`src/rtl/fmss_pkg.sv`:
```
// Package for the file magic and signature scanner.
// Holds the pattern table, type and finding codes, and the typing functions.
// No dependencies.
`default_nettype none

package fmss_pkg;

  localparam int unsigned HDR_DEPTH = 12;
  localparam int unsigned WIN_DEPTH = 13;
  localparam int unsigned PAT_MAX   = WIN_DEPTH + 1;
  localparam int unsigned NUM_PAT   = 12;
  localparam int unsigned NUM_FIND  = 9;
  localparam int unsigned CNT_W     = 22;

  localparam logic [CNT_W-1:0] SCAN_LIMIT = CNT_W'(2 * 1024 * 1024);
  localparam logic [CNT_W-1:0] COUNT_MAX  = {CNT_W{1'b1}};
  localparam logic [CNT_W-1:0] SMALL_CERT = CNT_W'(256);

  typedef logic [7:0]                  byte_t;
  typedef logic [HDR_DEPTH-1:0][7:0]   hdr_t;
  typedef logic [WIN_DEPTH-1:0][7:0]   win_t;
  typedef logic [PAT_MAX-1:0][7:0]     seq_t;
  typedef logic [CNT_W-1:0]            cnt_t;
  typedef logic [3:0]                  ftype_t;
  typedef logic [NUM_FIND-1:0]         find_t;
  typedef logic [1:0]                  level_t;
  typedef logic [3:0]                  plen_t;

  // pattern indexes
  localparam int unsigned P_JAVASCRIPT = 0;
  localparam int unsigned P_JS         = 1;
  localparam int unsigned P_OPENACTION = 2;
  localparam int unsigned P_LAUNCH     = 3;
  localparam int unsigned P_WORD       = 4;
  localparam int unsigned P_XL         = 5;
  localparam int unsigned P_VBA        = 6;
  localparam int unsigned P_DOTSLASH   = 7;
  localparam int unsigned P_DOTBSLASH  = 8;
  localparam int unsigned P_SYSTEM     = 9;
  localparam int unsigned P_BINSH      = 10;
  localparam int unsigned P_MZ         = 11;

  // right aligned: byte k is the k-th character from the end
  localparam logic [8*PAT_MAX-1:0] PAT_TEXT [NUM_PAT] = '{
    "/JavaScript", "/JS", "/OpenAction", "/Launch", "word/", "xl/",
    "vbaProject.bin", "../", "..\\", "system(", "/bin/sh", "MZ"
  };
  localparam plen_t PAT_LEN [NUM_PAT] = '{
    4'd11, 4'd3, 4'd11, 4'd7, 4'd5, 4'd3, 4'd14, 4'd3, 4'd3, 4'd7, 4'd7, 4'd2
  };

  // file types
  localparam ftype_t FT_UNKNOWN = 4'd0;
  localparam ftype_t FT_PDF     = 4'd1;
  localparam ftype_t FT_ELF     = 4'd2;
  localparam ftype_t FT_PNG     = 4'd3;
  localparam ftype_t FT_JPEG    = 4'd4;
  localparam ftype_t FT_ZIP     = 4'd5;
  localparam ftype_t FT_DOCX    = 4'd6;
  localparam ftype_t FT_XLSX    = 4'd7;
  localparam ftype_t FT_RAR     = 4'd8;
  localparam ftype_t FT_RPM     = 4'd9;
  localparam ftype_t FT_DEB     = 4'd10;
  localparam ftype_t FT_AVI     = 4'd11;
  localparam ftype_t FT_RIFF    = 4'd12;
  localparam ftype_t FT_MP4     = 4'd13;
  localparam ftype_t FT_MPEG    = 4'd14;
  localparam ftype_t FT_CERT    = 4'd15;

  // finding bits
  localparam int unsigned F_PDF_JS     = 0;
  localparam int unsigned F_OPEN_ACT   = 1;
  localparam int unsigned F_LAUNCH     = 2;
  localparam int unsigned F_MACRO      = 3;
  localparam int unsigned F_ZIP_TRAV   = 4;
  localparam int unsigned F_ELF_STR    = 5;
  localparam int unsigned F_IMG_EXE    = 6;
  localparam int unsigned F_SMALL_CERT = 7;
  localparam int unsigned F_PKG_TRAV   = 8;

  localparam level_t LVL_CLEAN      = 2'd0;
  localparam level_t LVL_SUSPICIOUS = 2'd1;
  localparam level_t LVL_DANGEROUS  = 2'd2;
  localparam level_t LVL_CRITICAL   = 2'd3;

  typedef struct packed {
    logic   pad;
    level_t threat_level;
    find_t  finding_bits;
    ftype_t file_type;
  } result_t;

  function automatic ftype_t magic_type(hdr_t h, cnt_t cnt);
    ftype_t t;
    t = FT_UNKNOWN;
    if (cnt < CNT_W'(4)) begin
      t = FT_UNKNOWN;
    end else if (h[0] == 8'h25 && h[1] == 8'h50 && h[2] == 8'h44 && h[3] == 8'h46) begin
      t = FT_PDF;
    end else if (h[0] == 8'h7F && h[1] == 8'h45 && h[2] == 8'h4C && h[3] == 8'h46) begin
      t = FT_ELF;
    end else if (h[0] == 8'h89 && h[1] == 8'h50 && h[2] == 8'h4E && h[3] == 8'h47) begin
      t = FT_PNG;
    end else if (h[0] == 8'hFF && h[1] == 8'hD8 && h[2] == 8'hFF) begin
      t = FT_JPEG;
    end else if (h[0] == 8'h50 && h[1] == 8'h4B && h[2] == 8'h03 && h[3] == 8'h04) begin
      t = FT_ZIP;
    end else if (h[0] == 8'h52 && h[1] == 8'h61 && h[2] == 8'h72 && h[3] == 8'h21) begin
      t = FT_RAR;
    end else if (h[0] == 8'hED && h[1] == 8'hAB && h[2] == 8'hEE && h[3] == 8'hDB) begin
      t = FT_RPM;
    end else if (cnt >= CNT_W'(7) && h[0] == 8'h21 && h[1] == 8'h3C && h[2] == 8'h61 &&
                 h[3] == 8'h72 && h[4] == 8'h63 && h[5] == 8'h68 && h[6] == 8'h3E) begin
      t = FT_DEB;
    end else if (h[0] == 8'h52 && h[1] == 8'h49 && h[2] == 8'h46 && h[3] == 8'h46) begin
      if (cnt >= CNT_W'(12) && h[8] == 8'h41 && h[9] == 8'h56 && h[10] == 8'h49 &&
          h[11] == 8'h20) begin
        t = FT_AVI;
      end else begin
        t = FT_RIFF;
      end
    end else if (cnt >= CNT_W'(8) && h[4] == 8'h66 && h[5] == 8'h74 && h[6] == 8'h79 &&
                 h[7] == 8'h70) begin
      t = FT_MP4;
    end else if (h[0] == 8'h00 && h[1] == 8'h00 && h[2] == 8'h01 &&
                 (h[3] == 8'hBA || h[3] == 8'hB3)) begin
      t = FT_MPEG;
    end else if (h[0] == 8'h30 && (h[1] == 8'h82 || h[1] == 8'h81)) begin
      t = FT_CERT;
    end
    return t;
  endfunction

  function automatic level_t threat(find_t f);
    level_t l;
    l = LVL_CLEAN;
    if (f[F_ELF_STR] || f[F_IMG_EXE] || f[F_SMALL_CERT]) l = LVL_SUSPICIOUS;
    if (f[F_PDF_JS] || f[F_OPEN_ACT] || f[F_ZIP_TRAV] || f[F_PKG_TRAV]) l = LVL_DANGEROUS;
    if (f[F_LAUNCH] || f[F_MACRO]) l = LVL_CRITICAL;
    return l;
  endfunction

endpackage

`default_nettype wire

```
`src/rtl/file_magic_and_signature_scanner.sv`:
```
// Channel  | Dir | tdata                         | tuser    | tlast
// s_axis   | in  | [7:0] data_byte               | has_byte | end_of_file
// m_axis   | out | [3:0] type [12:4] find [14:13]| -        | -
//
// One byte per cycle, sustained while no end-of-file transaction is stalled. A byte
// is registered on entry, matched from that register against the 12 patterns over
// the 14-byte window, and on end of file the result is registered in the output register.
// Only an end-of-file transaction waits on a full output register; bytes flow
// past a stalled result. rst (synchronous) clears counts, flags and valids.
// Depends on fmss_pkg.
`default_nettype none

module file_magic_and_signature_scanner
  import fmss_pkg::*;
(
  input  wire logic        clk,
  input  wire logic        rst,
  input  wire logic        s_axis_tvalid,
  output logic             s_axis_tready,
  input  wire logic [7:0]  s_axis_tdata,   // [7:0] data_byte
  input  wire logic        s_axis_tuser,   // has_byte
  input  wire logic        s_axis_tlast,   // end_of_file
  output logic             m_axis_tvalid,
  input  wire logic        m_axis_tready,
  output logic [15:0]      m_axis_tdata    // [3:0] file_type, [12:4] finding_bits,
                                           // [14:13] threat_level, [15] zero
);

  logic    in_valid;
  byte_t   in_byte;
  logic    in_has;
  logic    in_eof;

  hdr_t    header;
  win_t    window;
  cnt_t    byte_count;
  logic [NUM_PAT-1:0] seen;

  logic    out_valid;
  result_t out_data;

  logic    stall;
  logic    proc;
  logic    take;
  seq_t    seq;
  logic [NUM_PAT-1:0] hit;
  logic [NUM_PAT-1:0] seen_next;
  hdr_t    header_next;
  cnt_t    count_next;
  result_t result_next;

  assign stall         = in_valid && in_eof && out_valid && !m_axis_tready;
  assign s_axis_tready = !in_valid || !stall;
  assign proc          = in_valid && !stall;
  assign take          = proc && in_has;
  assign seq           = {window, in_byte};

  always_comb begin
    logic ok;
    for (int p = 0; p < NUM_PAT; p++) begin
      ok = (byte_count >= CNT_W'(PAT_LEN[p] - 4'd1)) && (byte_count < SCAN_LIMIT);
      for (int k = 0; k < PAT_MAX; k++) begin
        if (k < int'(PAT_LEN[p]) && seq[k] != PAT_TEXT[p][8*k +: 8]) ok = 1'b0;
      end
      hit[p] = ok;
    end
  end

  always_comb begin
    seen_next   = seen;
    header_next = header;
    count_next  = byte_count;
    if (in_has) begin
      seen_next = seen | hit;
      if (byte_count < CNT_W'(HDR_DEPTH)) header_next[byte_count[3:0]] = in_byte;
      if (byte_count != COUNT_MAX) count_next = byte_count + 1'b1;
    end
  end

  always_comb begin
    ftype_t t;
    find_t  f;
    logic   trav;
    t    = magic_type(header_next, count_next);
    f    = '0;
    trav = seen_next[P_DOTSLASH] || seen_next[P_DOTBSLASH];
    case (t) inside
      FT_PDF: begin
        f[F_PDF_JS]   = seen_next[P_JAVASCRIPT] || seen_next[P_JS];
        f[F_OPEN_ACT] = seen_next[P_OPENACTION];
        f[F_LAUNCH]   = seen_next[P_LAUNCH];
      end
      FT_ZIP: begin
        if (seen_next[P_WORD]) t = FT_DOCX;
        if (seen_next[P_XL]) t = FT_XLSX;
        f[F_MACRO]    = seen_next[P_VBA];
        f[F_ZIP_TRAV] = trav;
      end
      FT_ELF: f[F_ELF_STR] = seen_next[P_SYSTEM] || seen_next[P_BINSH];
      FT_PNG, FT_JPEG: f[F_IMG_EXE] = seen_next[P_MZ];
      FT_CERT: f[F_SMALL_CERT] = count_next < SMALL_CERT;
      FT_RPM, FT_DEB: f[F_PKG_TRAV] = trav;
      default: f = '0;
    endcase
    result_next.pad          = 1'b0;
    result_next.threat_level = threat(f);
    result_next.finding_bits = f;
    result_next.file_type    = t;
  end

  always_ff @(posedge clk) begin
    if (s_axis_tvalid && s_axis_tready) begin
      in_byte <= s_axis_tdata;
      in_has  <= s_axis_tuser;
      in_eof  <= s_axis_tlast;
    end
    if (take) begin
      header <= header_next;
      window <= {window[WIN_DEPTH-2:0], in_byte};
    end
    if (proc && in_eof) begin
      out_data <= result_next;
    end
    if (rst) begin
      in_valid   <= 1'b0;
      out_valid  <= 1'b0;
      byte_count <= '0;
      seen       <= '0;
    end else begin
      if (s_axis_tready) in_valid <= s_axis_tvalid;
      if (m_axis_tready) out_valid <= 1'b0;
      if (proc) begin
        if (in_eof) begin
          out_valid  <= 1'b1;
          byte_count <= '0;
          seen       <= '0;
        end else begin
          byte_count <= count_next;
          seen       <= seen_next;
        end
      end
    end
  end

  assign m_axis_tvalid = out_valid;
  assign m_axis_tdata  = out_data;

endmodule

`default_nettype wire

```
`config.mk`:
```
export PLATFORM = sky130hd
export DESIGN_NAME = file_magic_and_signature_scanner
export DESIGN_NICKNAME = d
export VERILOG_FILES = /design/src/rtl/fmss_pkg.sv /design/src/rtl/file_magic_and_signature_scanner.sv
export SDC_FILE = /design/constraint.sdc
export NUM_CORES = 1
export LEC_CHECK = 0
export ABC_CLOCK_PERIOD_IN_PS = 12000
export BUFFER_PORTS_ARGS = -buffer_cell sky130_fd_sc_hd__buf_2
export CORE_MARGIN = 2
export CORE_UTILIZATION = 40
export DETAILED_ROUTE_END_ITERATION = 6
export PLACE_DENSITY = 0.66
export SETUP_SLACK_MARGIN = 0.1
export SLEW_MARGIN = 25
export SYNTH_ARGS = -nofsm -noshare
export SYNTH_HDL_FRONTEND = slang
export SYNTH_SLANG_ARGS = --single-unit
export TNS_END_PERCENT = 50
```
`constraint.sdc`:
```
create_clock -name clk -period 12 [get_ports clk]
set_input_delay 1.2 -clock clk [delete_from_list [all_inputs] [get_ports clk]]
set_output_delay 1.2 -clock clk [all_outputs]
set_load 0.005 [all_outputs]
```
# ---- Word level (Yosys, flattened, before mapping)
# Cells that the tools add are included.
dict set report classes {
  n_reduce_logical 76
  order_cmp 15
  add_sub_neg 1
  n_mux 128
  eq_ne 121
  n_bitwise 1
}
# operator n
set op_table {}
lappend op_table {{$ne 8x7->1 const B} 56}
lappend op_table {{$eq 8x7->1 const B} 26}
lappend op_table {{$mux 96} 2}
lappend op_table {{$mux 1} 97}
lappend op_table {{$bwmux 96} 1}
lappend op_table {{$eq 8x8->1 const B} 12}
lappend op_table {{$ge 22x4->1 const B} 4}
lappend op_table {{$mux 4} 17}
lappend op_table {{$ge 22x3->1 const B} 3}
lappend op_table {{$mux 22} 3}
lappend op_table {{$ne 8x6->1 const B} 8}
lappend op_table {{$eq 8x6->1 const B} 7}
lappend op_table {{$logic_and 1x1->1} 56}
lappend op_table {{$demux 8 s4} 1}
lappend op_table {{$mux 12} 2}
lappend op_table {{$add 22x1->22 const B} 1}
lappend op_table {{$ge 22x1->1 const B} 1}
lappend op_table {{$ge 22x2->1 const B} 1}
lappend op_table {{$lt 22x22->1 const B} 1}
lappend op_table {{$lt 22x3->1 const B} 1}
lappend op_table {{$lt 22x4->1 const B} 1}
lappend op_table {{$lt 22x9->1 const B} 1}
lappend op_table {{$ne 22x22->1 const B} 1}
lappend op_table {{$logic_not 8->1} 2}
lappend op_table {{16 further kinds} 37}
dict set report totals {
  ff_bits 261
  output_inout_bits 18
}

# ---- Depth between registers and ports, before layout
# Gate-level depths: netlist of run 1.
dict set report logic_depth {
  depth_word 34
  depth_mapped 15
  depth_no_buf 14
}

# ---- Worst setup path after synthesis of run 1
# Ideal clock, no wire load.
dict set report synth_timing {
  path_kind {input-to-reg}
  startpoint {in m_axis_tready}
  endpoint {reg header[0] (netlist bit), enable pin}
  required_time_ns 11.414
  path_stages 3
  setup_slack_ns 5.352
  setup_time_ns 0.586
  t_arrival_ns 6.062
  path_cell_list {nor2b_1 > nand3_1 > and3_1}
}
dict set report synth_via {
  elab_chain_cells 5
}
# element line
set synth_rtl {}
lappend synth_rtl {{start, declared} file_magic_and_signature_scanner.sv:24} ;# input wire logic m_axis_tready,
lappend synth_rtl {{$logic_not 1->1} file_magic_and_signature_scanner.sv:52} ;# assign stall = in_valid && in_eof && out_valid && !m_axis_tready;
lappend synth_rtl {{$logic_and 1x1->1} file_magic_and_signature_scanner.sv:52}
lappend synth_rtl {{$logic_not 1->1} file_magic_and_signature_scanner.sv:54} ;# assign proc = in_valid && !stall;
lappend synth_rtl {{$logic_and 1x1->1} file_magic_and_signature_scanner.sv:54}
lappend synth_rtl {{$logic_and 1x1->1} file_magic_and_signature_scanner.sv:55} ;# assign take = proc && in_has;
lappend synth_rtl {{named net take} file_magic_and_signature_scanner.sv:44} ;# logic take;
lappend synth_rtl {{end signal, assigned} file_magic_and_signature_scanner.sv:118} ;# header <= header_next;
lappend synth_rtl {{end, declared} file_magic_and_signature_scanner.sv:34} ;# hdr_t header;
# The timed path passes the listed nets, and every way through them passes these cells.
# A chain may end at the register's enable or synchronous reset.

==> results of run 1 <==
## Yosys cell counts (5+ instances only)
cell       count
buf_2         12
nand2_1      115
or4_1         12
a21oi_1       53
nand4b_1      15
o211ai_1      11
or3_1         13
dfxtp_1       36
o21a_1         5
o21ai_0       52
nor3_1        44
o2111ai_1      6
nor3b_1       13
a222oi_1       7
a31oi_1       16
and2_1        12
inv_1         10
o211a_1        6
a22oi_1        7
nor2_1        93
nor2b_1       20
nor4bb_1      11
edfxtp_1     225
and3_1        19
clkbuf_1      57
nand3b_1      11
o22ai_1        6
xor2_1         8
nand3_1       61
nor4_1        41
nand4_1       44
or4b_2         5
mux2_2        72
a211oi_1      10
and4_1        10
nand2b_1      17
nor4b_1       18
a41o_1         5
## worst max-delay path: stages (launching register included)
cell      delay (ns)
dfxtp_1         0.65
nor4b_1         0.77
nand3_1         0.51
nor2_4          0.39
mux2_2          0.39
nor4b_1         0.72
o211ai_1        0.28
a222oi_1        0.55
a31oi_1         0.29
and2_1          0.22
o2111a_1        0.24
a2111o_1        0.30
## final cells by class
type                            instances  area share [%]
Sequential cell                       261            48.5
Multi-Input combinational cell        929            39.6
Clock buffer                           40            5.24
Tap cell                              455            3.70
Timing Repair Buffer                   50            1.95
Clock inverter                         13           0.715
Inverter                               11           0.268
## registers in the layout (all words and copies together) (netlist names)
register and cells:
seq 104, header 96, byte_count 22, m_axis_tdata 15, seen 12, in_byte 8, in_eof 1, in_has 1
in_valid 1, m_axis_tvalid 1
## cell usage in the layout, fill, tap and decap left out, drive strengths merged, types with 14 or more instances in the layout
cell    netlist  final
nand4b       15     15
a21oi        53     53
or3          14     14
nor4         45     45
nand3        62     62
and3         19     19
a31oi        16     16
clkbuf       57     40
nor4b        18     18
buf          19     50
dfxtp        36     36
nand2       115    115
edfxtp      225    225
or4          14     14
nor3         47     47
nor2b        20     20
nor2         98     98
mux2         72     72
nand4        44     44
o21ai        56     56
nand2b       17     17
## metal layers
metal  wire length [um]  share of wire, %  vias up
li1                   -                 -     5052
met1              18200                45     5352
met2              17800                44      478
met3               3440               8.4       78
met4               1280               3.1        0
met5                  0                 0        -
## final timing paths
check,cells after the start,start,endpoint
setup / recovery,11,byte_count[2]$_SDFFE_PP0P_,m_axis_tdata[14]$_SDFFCE_PP1P_
hold reg to reg,0,seq[39]$_DFFE_PP_,seq[47]$_DFFE_PP_
setup reg to reg,11,byte_count[2]$_SDFFE_PP0P_,m_axis_tdata[14]$_SDFFCE_PP1P_
hold / removal,0,seq[39]$_DFFE_PP_,seq[47]$_DFFE_PP_
## power by group through the flow
stage / registers (mW) / logic, mW / clock network, mW
after floorplan: 1.04 / 0.0554 / 0
after global placement: 1.04 / 0.0878 / 0
final: 1.02 / 0.0895 / 0.862
after global routing: 1.02 / 0.0961 / 0.916
after CTS: 1.02 / 0.0885 / 0.881
after detailed placement: 1.04 / 0.0880 / 0
## through the flow
step / setup WS, ns / utilization [%] / hold slack (ns) / total power, mW / cell area, um^2
finish: 6.42 / 44.8 / 0.436 / 1.97 / 15400
global route: 5.94 / 44.8 / 0.443 / 2.04 / 15400
CTS: 6.53 / 44.8 / 0.442 / 1.99 / 15400
detailed placement: 6.52 / 42.1 / 0.427 / 1.13 / 14500
global placement: 6.68 / 42.1 / 0.421 / 1.13 / 14500
floorplan: 5.35 / - / 0.417 / 1.09 / 13900
## kinds of logic after synthesis
| family | count (synthesis) | share of synthesized area, % |
|---|---|---|
| muxes | 76 | 6.11 |
| DFF | 261 | 53.7 |
| xor gates and xnor gates | 11 | 0.692 |
| other | 1 | 0.0269 |
| and+or+nand+nor | 604 | 24.9 |
| buffers and inverters | 87 | 2.64 |
| adders and majority gates | 4 | 0.359 |
| AOI/OAI and AO/OA | 233 | 11.6 |
==> metrics.md, run 1 <==
| Metric | Value |
|---|---|
| Multi-input logic area | 6100 um^2 |
| Worst Tran Pin Value | 1.05 ns |
| Post-Place Cells | 1706 |
| Initial antenna violation count | 0 |
| Top Usage Layer GRT | met2 |
| Num rows | 68 |
| Startpoint types | flop |
| DRT iter0 DRCs | 1330 |
| RSZ-0062 raised after global routing | no |
| Final min period | 5.58 ns |
| Pint | 1.52 mW |
| Post-CTS sizing | 0 |
| Core footprint | 34400 um^2 |
| Max-cap violations | 0 |
| CP max FO | 16 |
| Clock transition at path regs | 0.06 ns |
| Die width | 191 um |
| R2r setup slk | 6.42 ns |
| Layout Nets | 1300 |
| Worst EP arrival | 5.90 ns |
| GR Overflow Total | 0 |
| DR vias | 11000 |
| Max Fclk | 179 MHz |
| Hold crit path type | flop to flop |
| Max Root-Sink Buffers | 3 |
| Clock Tree Root | clkbuf_16 |
| First-pass GRT wire length | 63200 um |
| Post-Syn Instances | 1277 |
| Setup TNS | 0 ns |
| Post-synth EDFFs | 225 |
| Switching power | 0.452 mW |
| Max IR drop VDD | 0.102 mV |
| Fillers | 3236 |
| Router iterations before antenna repair | 5 |
| Ports | 32 |
| Combinational power share | 4.5% |
| Lkg Pwr | 4.86 nW |
| CP required | 12.32 ns |
| CTS Sinks | 261 |
| Ys async rst share | 0% |
| Ant. Diodes | 0 |
| HPWL after DPL | 27800 um |
| DR DRC count | 0 |
| Clk Latency, worst-skew pair | 0.58 ns |
| Non-Filler Instances | 1759 |
| Met3 Track Usage GR | 4.66% |
| Overall Global Routing Usage | 22.4% |
| Fin. max-slew vios | 0 |
| H-tree levels | 1 |
| Setup Skew | 0.0134 ns |
| Largest net degree at the start of global routing | 74 |
| CTS tree | yes |
| CP Class | flop to flop |
| Pwr/cell area | 128 nW/um^2 |
| Top cells by area, synth | edfxtp_1 49%, mux2_2 5.8%, dfxtp_1 5.2% |
| Layout cells sized above 1 | 16.0% |
| Top cell type's share of synthesized area | 48.5% |
| Drt wl/cell | 23.2 um |
| Area delta synth->final | 10.6% |
| CTS buffer count | 29 |
| Synth Flop Type | edfxtp_1 |
| Mapped Avg Cell Area | 10.9 um^2 |
| Vias per cell | 6.23 |
| Initial Util | 40.5% |
| # Post-CTS Setup Buffers | 0 |
| Post-synthesis sequential area ratio | 53.7% |
| Vias in the first global route | 10700 |
| Seq. cell area | 7480 um^2 |
| Die Height | 191 um |
| Post-Syn Area | 13900 um^2 |
| GR met1 Demand/Resource | 31.7% |
| Seq pwr share | 51.8% |
| Net Sw Frac | 22.9% |
| Ys Warns | 0 |
| Yosys cell types | 89 |
| Hold_buf cts | 0 |
| Final count of hold timing violations | 0 |
| Setup-violating endpoint count in the final report | 0 |
| Seq cells post-synth | 261 |
| Slew HR | 29.0% |
| DIE AREA | 36300 um^2 |
| IO buf count | 30 |
| CP Capture Type | flop |
| Area leader, netlist | edfxtp_1 |
| Syn nets | 1295 |
| GP Congestion | 1.01 |
| Status | complete, no violations |
| Clk pwr share | 43.7% |
| Routed WL | 40700 um |
| Remaining antenna violation count | 0 |
| M2 GR Usage | 34.0% |
| Period Utilization, post-route | 46.5% |
No activity file was read; power rests on OpenSTA's default activity.
==> inputs of run 2 (changes only) <==
--- a/config.mk
+++ b/config.mk
@@ -5,12 +5,12 @@
 export SDC_FILE = /design/constraint.sdc
 export NUM_CORES = 1
 export LEC_CHECK = 0
-export ABC_CLOCK_PERIOD_IN_PS = 12000
+export ABC_CLOCK_PERIOD_IN_PS = 4700
 export BUFFER_PORTS_ARGS = -buffer_cell sky130_fd_sc_hd__buf_2
 export CORE_MARGIN = 2
 export CORE_UTILIZATION = 40
 export DETAILED_ROUTE_END_ITERATION = 6
-export PLACE_DENSITY = 0.66
+export PLACE_DENSITY = 0.68
 export SETUP_SLACK_MARGIN = 0.1
 export SLEW_MARGIN = 25
 export SYNTH_ARGS = -nofsm -noshare
==> constraint.sdc (replaced) <==
create_clock -name clk -period 4.7 [get_ports clk]
set_input_delay 0.47 -clock clk [delete_from_list [all_inputs] [get_ports clk]]
set_output_delay 0.47 -clock clk [all_outputs]
set_load 0.005 [all_outputs]
==> metrics.md, run 2 (same netlist as run 1, synthesis figures left out) <==
| Metric | Value |
|---|---|
| Status | complete, no violations |
| Reg2reg end | m_axis_tdata[13]$_SDFFCE_PP1P_ |
| Clock Tree Root | clkbuf_16 |
| GP Congestion | 1.03 |
| Largest stage delay, worst path | 0.65 ns |
| Layout Nets | 1386 |
| Layout cells sized above 1 | 21.7% |
| Area delta synth->final | 15.9% |
| CP max FO | 8 |
| Clk Latency, worst-skew pair | 0.59 ns |
| CP Class | flop to flop |
| Router iterations before antenna repair | 6 |
| Largest register FFs | 104 |
| M2 GR Usage | 36.2% |
| Critical-path top delay cell | or4_1 |
| Max Root-Sink Buffers | 3 |
| GR Overflow Total | 0 |
| Worst Tran Pin Value | 1.03 ns |
| DRT iter0 DRCs | 1280 |
| Routed WL | 42000 um |
| Worst EP arrival | 4.82 ns |
| Die Height | 191 um |
| Initial antenna violation count | 0 |
| R2r setup slk | 0.21 ns |
| Met3 Track Usage GR | 3.77% |
| Largest net degree at the start of global routing | 76 |
| Final min period | 4.49 ns |
| WHS Endpoint | in_byte[7]$_DFFE_PP_ |
| Lkg Pwr | 5.31 nW |
| Reg2Reg Depth | 11 |
| Hold Path Depth | 1 |
| CTS tree | yes |
| Core footprint | 34400 um^2 |
| CP required | 5.03 ns |
| Num rows | 68 |
| Vias per cell | 6.21 |
| Most frequent cells in the layout | 225 x edfxtp_1, 114 x nand2_1, 105 x buf_4, 90 x nor2_1, 72 x mux2_2 |
| Die width | 191 um |
| Period Utilization, post-route | 95.5% |
| RSZ-0062 raised after global routing | no |
| Pwr Total | 5.08 mW |
| Vias in the first global route | 10900 |
| Drt wl/cell | 22.8 um |
| CP Capture Type | flop |
| CTS buffer count | 28 |
| Max-cap violations | 0 |
| Hold_buf cts | 0 |
| Top Usage Layer GRT | met2 |
| Initial Util | 40.5% |
| Pwr/cell area | 314 nW/um^2 |
| Worst-path cell chain | or4_1 -> nor4_4 -> buf_4 -> nand4_1 -> a222oi_1 -> nand3_1 -> or4_4 -> and4b_1 -> o21a_1 -> mux2i_1 -> a2111o_1 |
| Overall Global Routing Usage | 23.2% |
| Clock transition at path regs | 0.07 ns |
| CTS Sinks | 261 |
| Startpoint types | flop |
| DR vias | 11400 |
| Remaining antenna violation count | 0 |
| Setup TNS | 0 ns |
| DR DRC count | 0 |
| Fin. max-slew vios | 0 |
| GR met1 Demand/Resource | 32.4% |
| DIE AREA | 36300 um^2 |
| Ports | 32 |
| Slew HR | 31.3% |
| Hold crit path type | input pin to flop |
| Ant. Diodes | 0 |
| Setup Skew | 0.0459 ns |
| Max IR drop VDD | 0.277 mV |
| Worst r2r src | byte_count[3]$_SDFFE_PP0P_ |
| Max Fclk | 223 MHz |
| Final count of hold timing violations | 0 |
| Hold Path Origin | s_axis_tdata[7] |
| Setup-violating endpoint count in the final report | 0 |
| IO buf count | 30 |
| Commonest non-fill, non-tap cell in the layout | edfxtp_1 |
| First-pass GRT wire length | 65200 um |
| H-tree levels | 1 |
| HPWL after DPL | 29800 um |
-- run 2: changes by cell type in the layout (fill, tap and decap cells not counted), sizes merged --
cell    delta
buf       +87
clkbuf     -7
bufinv     +3
clkinv     -2
inv        -2
-- run 2: worst max path at each step --
stage,startpoint,end,slack [ns]
final,byte_count[3]$_SDFFE_PP0P_,m_axis_tdata[13]$_SDFFCE_PP1P_,0.21
after CTS,byte_count[0]$_SDFFE_PP0P_,m_axis_tdata[13]$_SDFFCE_PP1P_,0.11
after global routing,byte_count[7]$_SDFFE_PP0P_,m_axis_tdata[13]$_SDFFCE_PP1P_,0.06
after global placement,byte_count[1]$_SDFFE_PP0P_,m_axis_tdata[13]$_SDFFCE_PP1P_,0.18
after floorplan,byte_count[1]$_SDFFE_PP0P_,m_axis_tdata[14]$_SDFFCE_PP1P_,0.50
after detailed placement,byte_count[16]$_SDFFE_PP0P_,m_axis_tdata[13]$_SDFFCE_PP1P_,0.14
-- run 2: metal layers --
layer,part of all wire [%],vias to the layer above
li1,-,5200
met4,4.0,0
met5,0,-
met2,44,525
met3,8.2,114
met1,43,5573
-- run 2: through the flow --
step                util [%]  cells  worst slack [ns]  instance area [um^2]  hold slack (ns)
finish                  47.0   1838             0.211                 16100           0.0605
global route            47.0   1838            0.0579                 16100           0.0464
CTS                     46.7   1834             0.112                 16000           0.0339
detailed placement      44.0   1789             0.137                 15100            0.425
global placement        44.0   1789             0.177                 15100            0.421
floorplan                  -   1277             0.503                 13900            0.417
-- run 2: critical path: cells and delay by family, from the launching register on --
family          cells  cell delay (ns)
mux                 1             0.16
buf+inv             1             0.19
flops               1             0.39
compound gates      3             1.16
simple gates        6             2.33
-- run 2: area by class of cell --
cell class / count / area (um^2)
multi-input combinational: 929 / 6170
clock inverter: 12 / 188
clock buffer: 33 / 719
inverter: 11 / 41.3
fill: 3237 / 18200
timing repair buffer: 137 / 978
tap: 455 / 569
sequential: 261 / 7480
-- run 2: where the power goes --
part | internal, mW | total (mW) | switching (mW)
clock | 1.31 | 2.22 | 0.913
sequential | 2.56 | 2.62 | 0.0504
combinational | 0.0784 | 0.243 | 0.164
-- run 2: timing repair --
action | in CTS | in global routing
buffers inserted | 0 | 4
gates cloned | 0 | 0
setup endpoints to repair | 1 | 7
gates resized for setup | 0 | 18
pin swaps | 1 | 3
